`config.mk`:
```
export PLATFORM = sky130hd
export DESIGN_NAME = scd_div
export DESIGN_NICKNAME = d
export VERILOG_FILES = /design/src/rtl/scd_pkg.sv /design/src/rtl/scd_div.sv
export SDC_FILE = /design/constraint.sdc
export NUM_CORES = 2
export LEC_CHECK = 0
export BUFFER_PORTS_ARGS = -buffer_cell sky130_fd_sc_hd__buf_2
export CAP_MARGIN = 10
export CELL_PAD_IN_SITES_DETAIL_PLACEMENT = 0
export CELL_PAD_IN_SITES_GLOBAL_PLACEMENT = 1
export CORE_UTILIZATION = 51
export CTS_CLUSTER_SIZE = 8
export DETAILED_ROUTE_END_ITERATION = 6
export PLACE_DENSITY_LB_ADDON = 0.1
export SLEW_MARGIN = 5
export SYNTH_ARGS = -nofsm -noshare
export SYNTH_HDL_FRONTEND = slang
export SYNTH_SLANG_ARGS = --single-unit
```
`constraint.sdc`:
```
create_clock -name i_clk -period 35.6 [get_ports i_clk]
set_input_delay 3.56 -clock i_clk [delete_from_list [all_inputs] [get_ports i_clk]]
set_output_delay 3.56 -clock i_clk [all_outputs]
set_load 0.01 [all_outputs]
```
`src/rtl/scd_pkg.sv`:
```
// Package with widths, latencies and the reset value of the scalar dissipation stencil.
`timescale 1ns / 1ps
package scd_pkg;
    localparam int ScalarBits   = 16;
    localparam int SpacingBits  = 24;
    localparam int ViscBits     = 32;
    localparam int PrBits       = 16;
    localparam int ProdBits     = ViscBits + PrBits;
    localparam int ResultBits   = 48;
    localparam int GradBits     = 31;
    localparam int SqBits       = 2 * GradBits;
    localparam int SumBits      = 64;
    localparam int DivNumBits   = 32;
    localparam int DivStepBits  = 4;
    localparam int DivStages    = DivNumBits / DivStepBits;
    localparam int MacLatency   = 6;
    localparam int Latency      = 1 + DivStages + MacLatency;
    localparam int InDataBits   = 6 * ScalarBits + 3 * SpacingBits + ViscBits;
    localparam int InTdataBits  = ((InDataBits + 7) / 8) * 8;
    localparam int OutTdataBits = ((ResultBits + 7) / 8) * 8;
    localparam logic [PrBits-1:0] PrReset = PrBits'(10240);

    typedef logic [GradBits-1:0] t_grad;
endpackage

```
`src/rtl/scd_div.sv`:
```
// Pipelined restoring divider that gives the gradient magnitude of one axis.
`timescale 1ns / 1ps
module scd_div (
    input  logic                                i_clk,
    input  logic                                i_en,
    input  logic [scd_pkg::DivNumBits-1:0]      i_num,
    input  logic [scd_pkg::SpacingBits-1:0]     i_den,
    output logic [scd_pkg::DivNumBits-1:0]      o_quo
);
    localparam int NB = scd_pkg::DivNumBits;
    localparam int WB = scd_pkg::SpacingBits;

    logic [WB-1:0] r_rem [scd_pkg::DivStages];
    logic [NB-1:0] r_nq  [scd_pkg::DivStages];
    logic [WB-1:0] r_den [scd_pkg::DivStages];

    function automatic logic [WB+NB-1:0] div_steps(logic [WB-1:0] rem,
                                                    logic [NB-1:0] nq,
                                                    logic [WB-1:0] den);
        logic [WB:0]   wide;
        logic [WB-1:0] r;
        logic [NB-1:0] q;
        r = rem;
        q = nq;
        for (int k = 0; k < scd_pkg::DivStepBits; k++) begin
            wide = {r, q[NB-1]};
            q    = {q[NB-2:0], 1'b0};
            if (wide >= {1'b0, den}) begin
                wide = wide - {1'b0, den};
                q[0] = 1'b1;
            end
            r = wide[WB-1:0];
        end
        return {r, q};
    endfunction

    for (genvar s = 0; s < scd_pkg::DivStages; s++) begin : g_stage
        logic [WB-1:0] n_rem;
        logic [NB-1:0] n_nq;
        if (s == 0) begin : g_first
            assign {n_rem, n_nq} = div_steps('0, i_num, i_den);
            always_ff @(posedge i_clk) begin
                if (i_en) begin
                    r_rem[s] <= n_rem;
                    r_nq[s]  <= n_nq;
                    r_den[s] <= i_den;
                end
            end
        end else begin : g_next
            assign {n_rem, n_nq} = div_steps(r_rem[s-1], r_nq[s-1], r_den[s-1]);
            always_ff @(posedge i_clk) begin
                if (i_en) begin
                    r_rem[s] <= n_rem;
                    r_nq[s]  <= n_nq;
                    r_den[s] <= r_den[s-1];
                end
            end
        end
    end

    assign o_quo = r_nq[scd_pkg::DivStages-1];
endmodule

```
Word level (Yosys, flattened, before mapping)

Memory sizes are Yosys's and may differ from the RTL's.
Index checks and enable logic that the tools add are counted.

Bits in registers: 0
RAM bits: 640
Input port bits: 58
Output and inout bits: 32
Logic and storage cells: 133
Memories kept: 3

Memories:

| memory | words | width | rd ports | clocked after Yosys merged registers in | write ports | line          | text |
|---|---|---|---|---|---|---|---|
| r_nq   | 8     | 32    | 8        | 0                                       | 8           | scd_div.sv:14 | `logic [NB-1:0] r_nq [scd_pkg::DivStages];` |
| r_den  | 8     | 24    | 7        | 0                                       | 8           | scd_div.sv:15 | `logic [WB-1:0] r_den [scd_pkg::DivStages];` |
| r_rem  | 8     | 24    | 7        | 0                                       | 8           | scd_div.sv:13 | `logic [WB-1:0] r_rem [scd_pkg::DivStages];` |

$add $sub $neg: 32
Order comparisons: 32
Muxes and demuxes: 66

Operators with widths:

| cell             | number |
|---|---|
| $ge A25 B24 Y1   | 31 |
| $mux W24         | 32 |
| $sub A24 B24 Y24 | 31 |
| $mux W1          | 34 |
| $ge A1 B24 Y1    | 1 |
| $sub A1 B24 Y24  | 1 |

Logic depth before layout (Yosys ltp)

An unclocked memory read counts as a cell.

Depth in word-level cells: 9
Mapped depth: 57
Mapped depth without buffers: 52

Worst setup path before layout

OpenSTA, ideal clock, no wires.

Path kind: input port to flip-flop
From: input port i_num[31] (netlist bit)
To: memory r_rem[0][10] (netlist bit), data pin
Library setup time: 0.260 ns
Data arrival time: 13.140 ns
Data required time: 35.340 ns
Path slack: 22.201 ns
Stages: 48
Path buffers: 4
Cell sequence: inv_1 > ha_1 > inv_1 > ha_1 > a21oi_1 > nor4_1 > mux2_2 > inv_1 > ha_1 > nor2b_1 > o31a_1 > o31a_1 > o21ai_1 > a211oi_1 > o21ai_0 > a21oi_1 > clkbuf_1 > nand2_1 > [12 not listed] > buf_2 > clkbuf_1 > nand2_1 > o21ai_0 > ha_1 > a21o_1 > or3_1 > o211ai_1 > a21oi_1 > o21a_1 > o21ai_0 > o21ai_1 > nand3_1 > a311oi_1 > a221o_1 > a211oi_2 > buf_4 > mux2_2

RTL lines:

| element         | line          | text |
|---|---|---|
| start, declared | scd_div.sv:6  | `input logic [scd_pkg::DivNumBits-1:0] i_num,` |
| end, declared   | scd_div.sv:13 |  |

==> results.tsv <==
stage	metric	value	unit
outcome	status	finished, final reports clean	
yosys	Synth top area share	29.2	%
detailed_routing	DRC	0	
yosys	syn_nets	7579	
yosys	Synth Instances	6745	
job	max-cap violations	0	
place	dpl hpwl	143000	um
sta	skew final	0.0353	ns
setup_path	Setup crit end kind	flip-flop	
cts	CTS root buf	clkbuf_16	
final_layout	fin area	65300	um2
sta	# setup viols final	0	
cts	Post-CTS Setup Inserts	0	
setup_path	kind of critical path	in -> reg	
sta	worst slew pin tran	1.16	ns
die	Top Ports	90	
detailed_routing	routed vias/inst	6.04	
yosys	Synth cell types	107	
detailed_routing	Detailed Route WL	178000	um
final_layout	Area growth syn-to-layout	7.17	%
setup_path	CP Data Arrival Time	15.62	ns
global_routing	largest net degree at the start of global routing	111	
yosys	mux contribution to synthesized area	6.69	%
sta	total negative slack	0	ns
global_routing	grt total ovfl	0	
yosys	Synth Area in Adders	16.3	%
sta	hold_ws	0.405	ns
yosys	syn_area_per_cell	9.04	um2
die	Die H	348	um
cts	post_cts resized	0	
yosys	ys async rst share	0	%
cts	H-tree depth	3	
yosys	largest family of logic cells by synthesized area	compound AO/OA/AOI/OAI gates	
setup_path	CP Buf/Inv Count	7	
cts	CTS Buffer Depth	3	
cts	hold_buf cts	0	
yosys	Compound-Gate Fraction of Synth Area	21.6	%
cts	clk sinks	592	
final_layout	fin nets	7630	
yosys	Simple-Gate Fraction of Synth Area	13.9	%
yosys	sequential area share after synthesis	29.2	%
global_routing	initial antenna violation count	4	
setup_path	Critical Path Max Stage Delay	0.68	ns
yosys	EDFF count, synth	592	
global_routing	first-pass GRT wire length	273000	um
yosys	most area-consuming cells after synthesis	edfxtp_1 (29%), ha_1 (15%), mux2_2 (5.9%)	
setup_path	Critical Path Source Type	input port	
detailed_routing	initial drt markers	3661	
setup_path	CP max FO	38	
final_layout	Antenna Cells	0	
place	Final Wtd Congestion	0.927	
sta	Max Transition Viols Final	0	
global_routing	vias in the first global route	47810	
yosys	Top FF cell, synth	edfxtp_1	
setup_path	CP dominant cell by count	a21oi_1	
final_layout	Multi-input gate area	40700	um2
die	Die W	348	um
setup_path	family with the most delay on the worst path	compound AO/OA/AOI/OAI gates	
sta	Tcrit/Tclk final	42.6	%
final_layout	share of cells above drive strength 1	9.55	%
detailed_routing	Antenna Nets Post-Route	0	
setup_path	Worst path slowest cell	nand4_1	
yosys	leading area contributor after synthesis	edfxtp_1	
detailed_routing	via count	50449	
setup_path	worst path required time	36.05	ns
sta	Fmax	0.0659	GHz
yosys	Ys Warns	0	
yosys	mapped cell area	61000	um2
die	Core Region	118000	um2
cts	CTS tree	yes	
cts	worst skew pair latency	0.71	ns
die	FP Rows	126	
sta	RSZ-0062 raised after global routing	false	
cts	clk slew on worst S/H paths	0.05	ns
place	port bufs	89	
cts	Num CTS Buffers	88	
die	starting density of the core	51.6	%
detailed_routing	drt first pass iters	6	
detailed_routing	DR WL/cell	21.3	um
final_layout	Filler Cell Count	10879	
place	Cell Area, Placed	62800	um2
sta	Final min period	15.17	ns
sta	Slew headroom	22.3	%
global_routing	Total GRT Usage	28.8	%
sta	final hold violation count	0	
final_layout	Reg area	17800	um2
yosys	synthesized-area fraction occupied by xor and xnor cells	8.13	%
yosys	Yosys reg bits	592	
min_path	worst hold path type	reg -> reg	
die	die area	121000	um2
==> flip-flops by register name, indices dropped and copies added, names as in the netlist <==
register,flops
r_den,168
r_nq,256
r_rem,168
==> cell usage after synthesis, types with 45 or more instances <==
library cell  instances
a211oi_1             58
a21o_1              268
a21oi_1             637
and3_1               45
clkbuf_1             74
edfxtp_1            592
ha_1                746
inv_1               449
mux2_2              317
mux2i_1              45
nand2_1             500
nand2b_1             75
nand3_1             128
nand4_1             113
nor2_1              463
nor2b_1             119
nor3_1              113
o21a_1               98
o21ai_0             432
o21bai_1            100
xnor2_1             388
xor2_1              178
==> through the flow <==
step	std cells	worst slack, ns	util (%)
detailed placement	8242	19.88	53.1
CTS	8351	20.57	55.3
finish	8351	20.43	55.3
floorplan	6745	22.20	-
global placement	8242	20.04	53.1
global route	8351	19.59	55.3
==> layer usage <==
layer	track usage [%]	up-vias	wire, um
met5	0	-	0
met4	9.31	0	5340
met3	2.91	249	7610
met2	50.0	1177	86000
met1	37.3	23846	78700
li1	-	25177	-
==> cells in the final DEF, fill, tap and decap left out, types with 25 or more instances in the layout <==
cell type	n
ha_1	746
a21oi_1	636
edfxtp_1	592
nand2_1	500
nor2_1	461
inv_1	449
o21ai_0	432
xnor2_1	388
mux2_2	317
a21o_1	268
xor2_1	178
nand3_1	128
nor2b_1	119
nand4_1	113
nor3_1	112
o21bai_1	100
o21a_1	98
clkbuf_16	90
buf_2	88
nand2b_1	75
a211oi_1	58
and3_1	45
mux2i_1	45
and2_1	43
a31oi_1	43
o211ai_1	41
nor4_1	38
or3_1	37
o31ai_1	37
buf_4	31
o31a_1	30
fa_1	30
or2_2	27
a22oi_1	25
==> cells by family (layout without fill, tap and decap cells) <==
| logic type | Yosys count | after routing |
|---|---|---|
| compound gates | 2057 | 2057 |
| xor+xnor | 566 | 566 |
| fa+ha+maj | 776 | 776 |
| buf+inv | 623 | 693 |
| flops | 592 | 592 |
| mux | 367 | 367 |
| simple gates | 1764 | 1764 |
==> final timing paths <==
| check | from | end | slack (ns) | cells past startpoint |
|---|---|---|---|---|
| worst min-delay path | r_nq[1][80]$_DFFE_PP_ | r_nq[1][116]$_DFFE_PP_ | 0.41 | 0 |
| worst max-delay path | i_den[1] | r_rem[0][6]$_DFFE_PP_ | 20.43 | 46 |
| worst max register to register | r_den[2][1]$_DFFE_PP_ | r_rem[3][10]$_DFFE_PP_ | 21.13 | 44 |
| worst min register to register | r_nq[1][80]$_DFFE_PP_ | r_nq[1][116]$_DFFE_PP_ | 0.41 | 0 |
==> area by class of cell <==
cell class | instances | area share (%)
repair buffers | 120 | 1.05
clock buffers | 93 | 3.46
inverters | 464 | 2.67
clock inverters | 16 | 0.383
flip-flops and latches | 592 | 27.2
well taps | 1536 | 2.94
multi-input cells | 5530 | 62.3
Power is not shown: default switching activity piles up to over one toggle a cycle in this logic, so the estimate is an artifact.
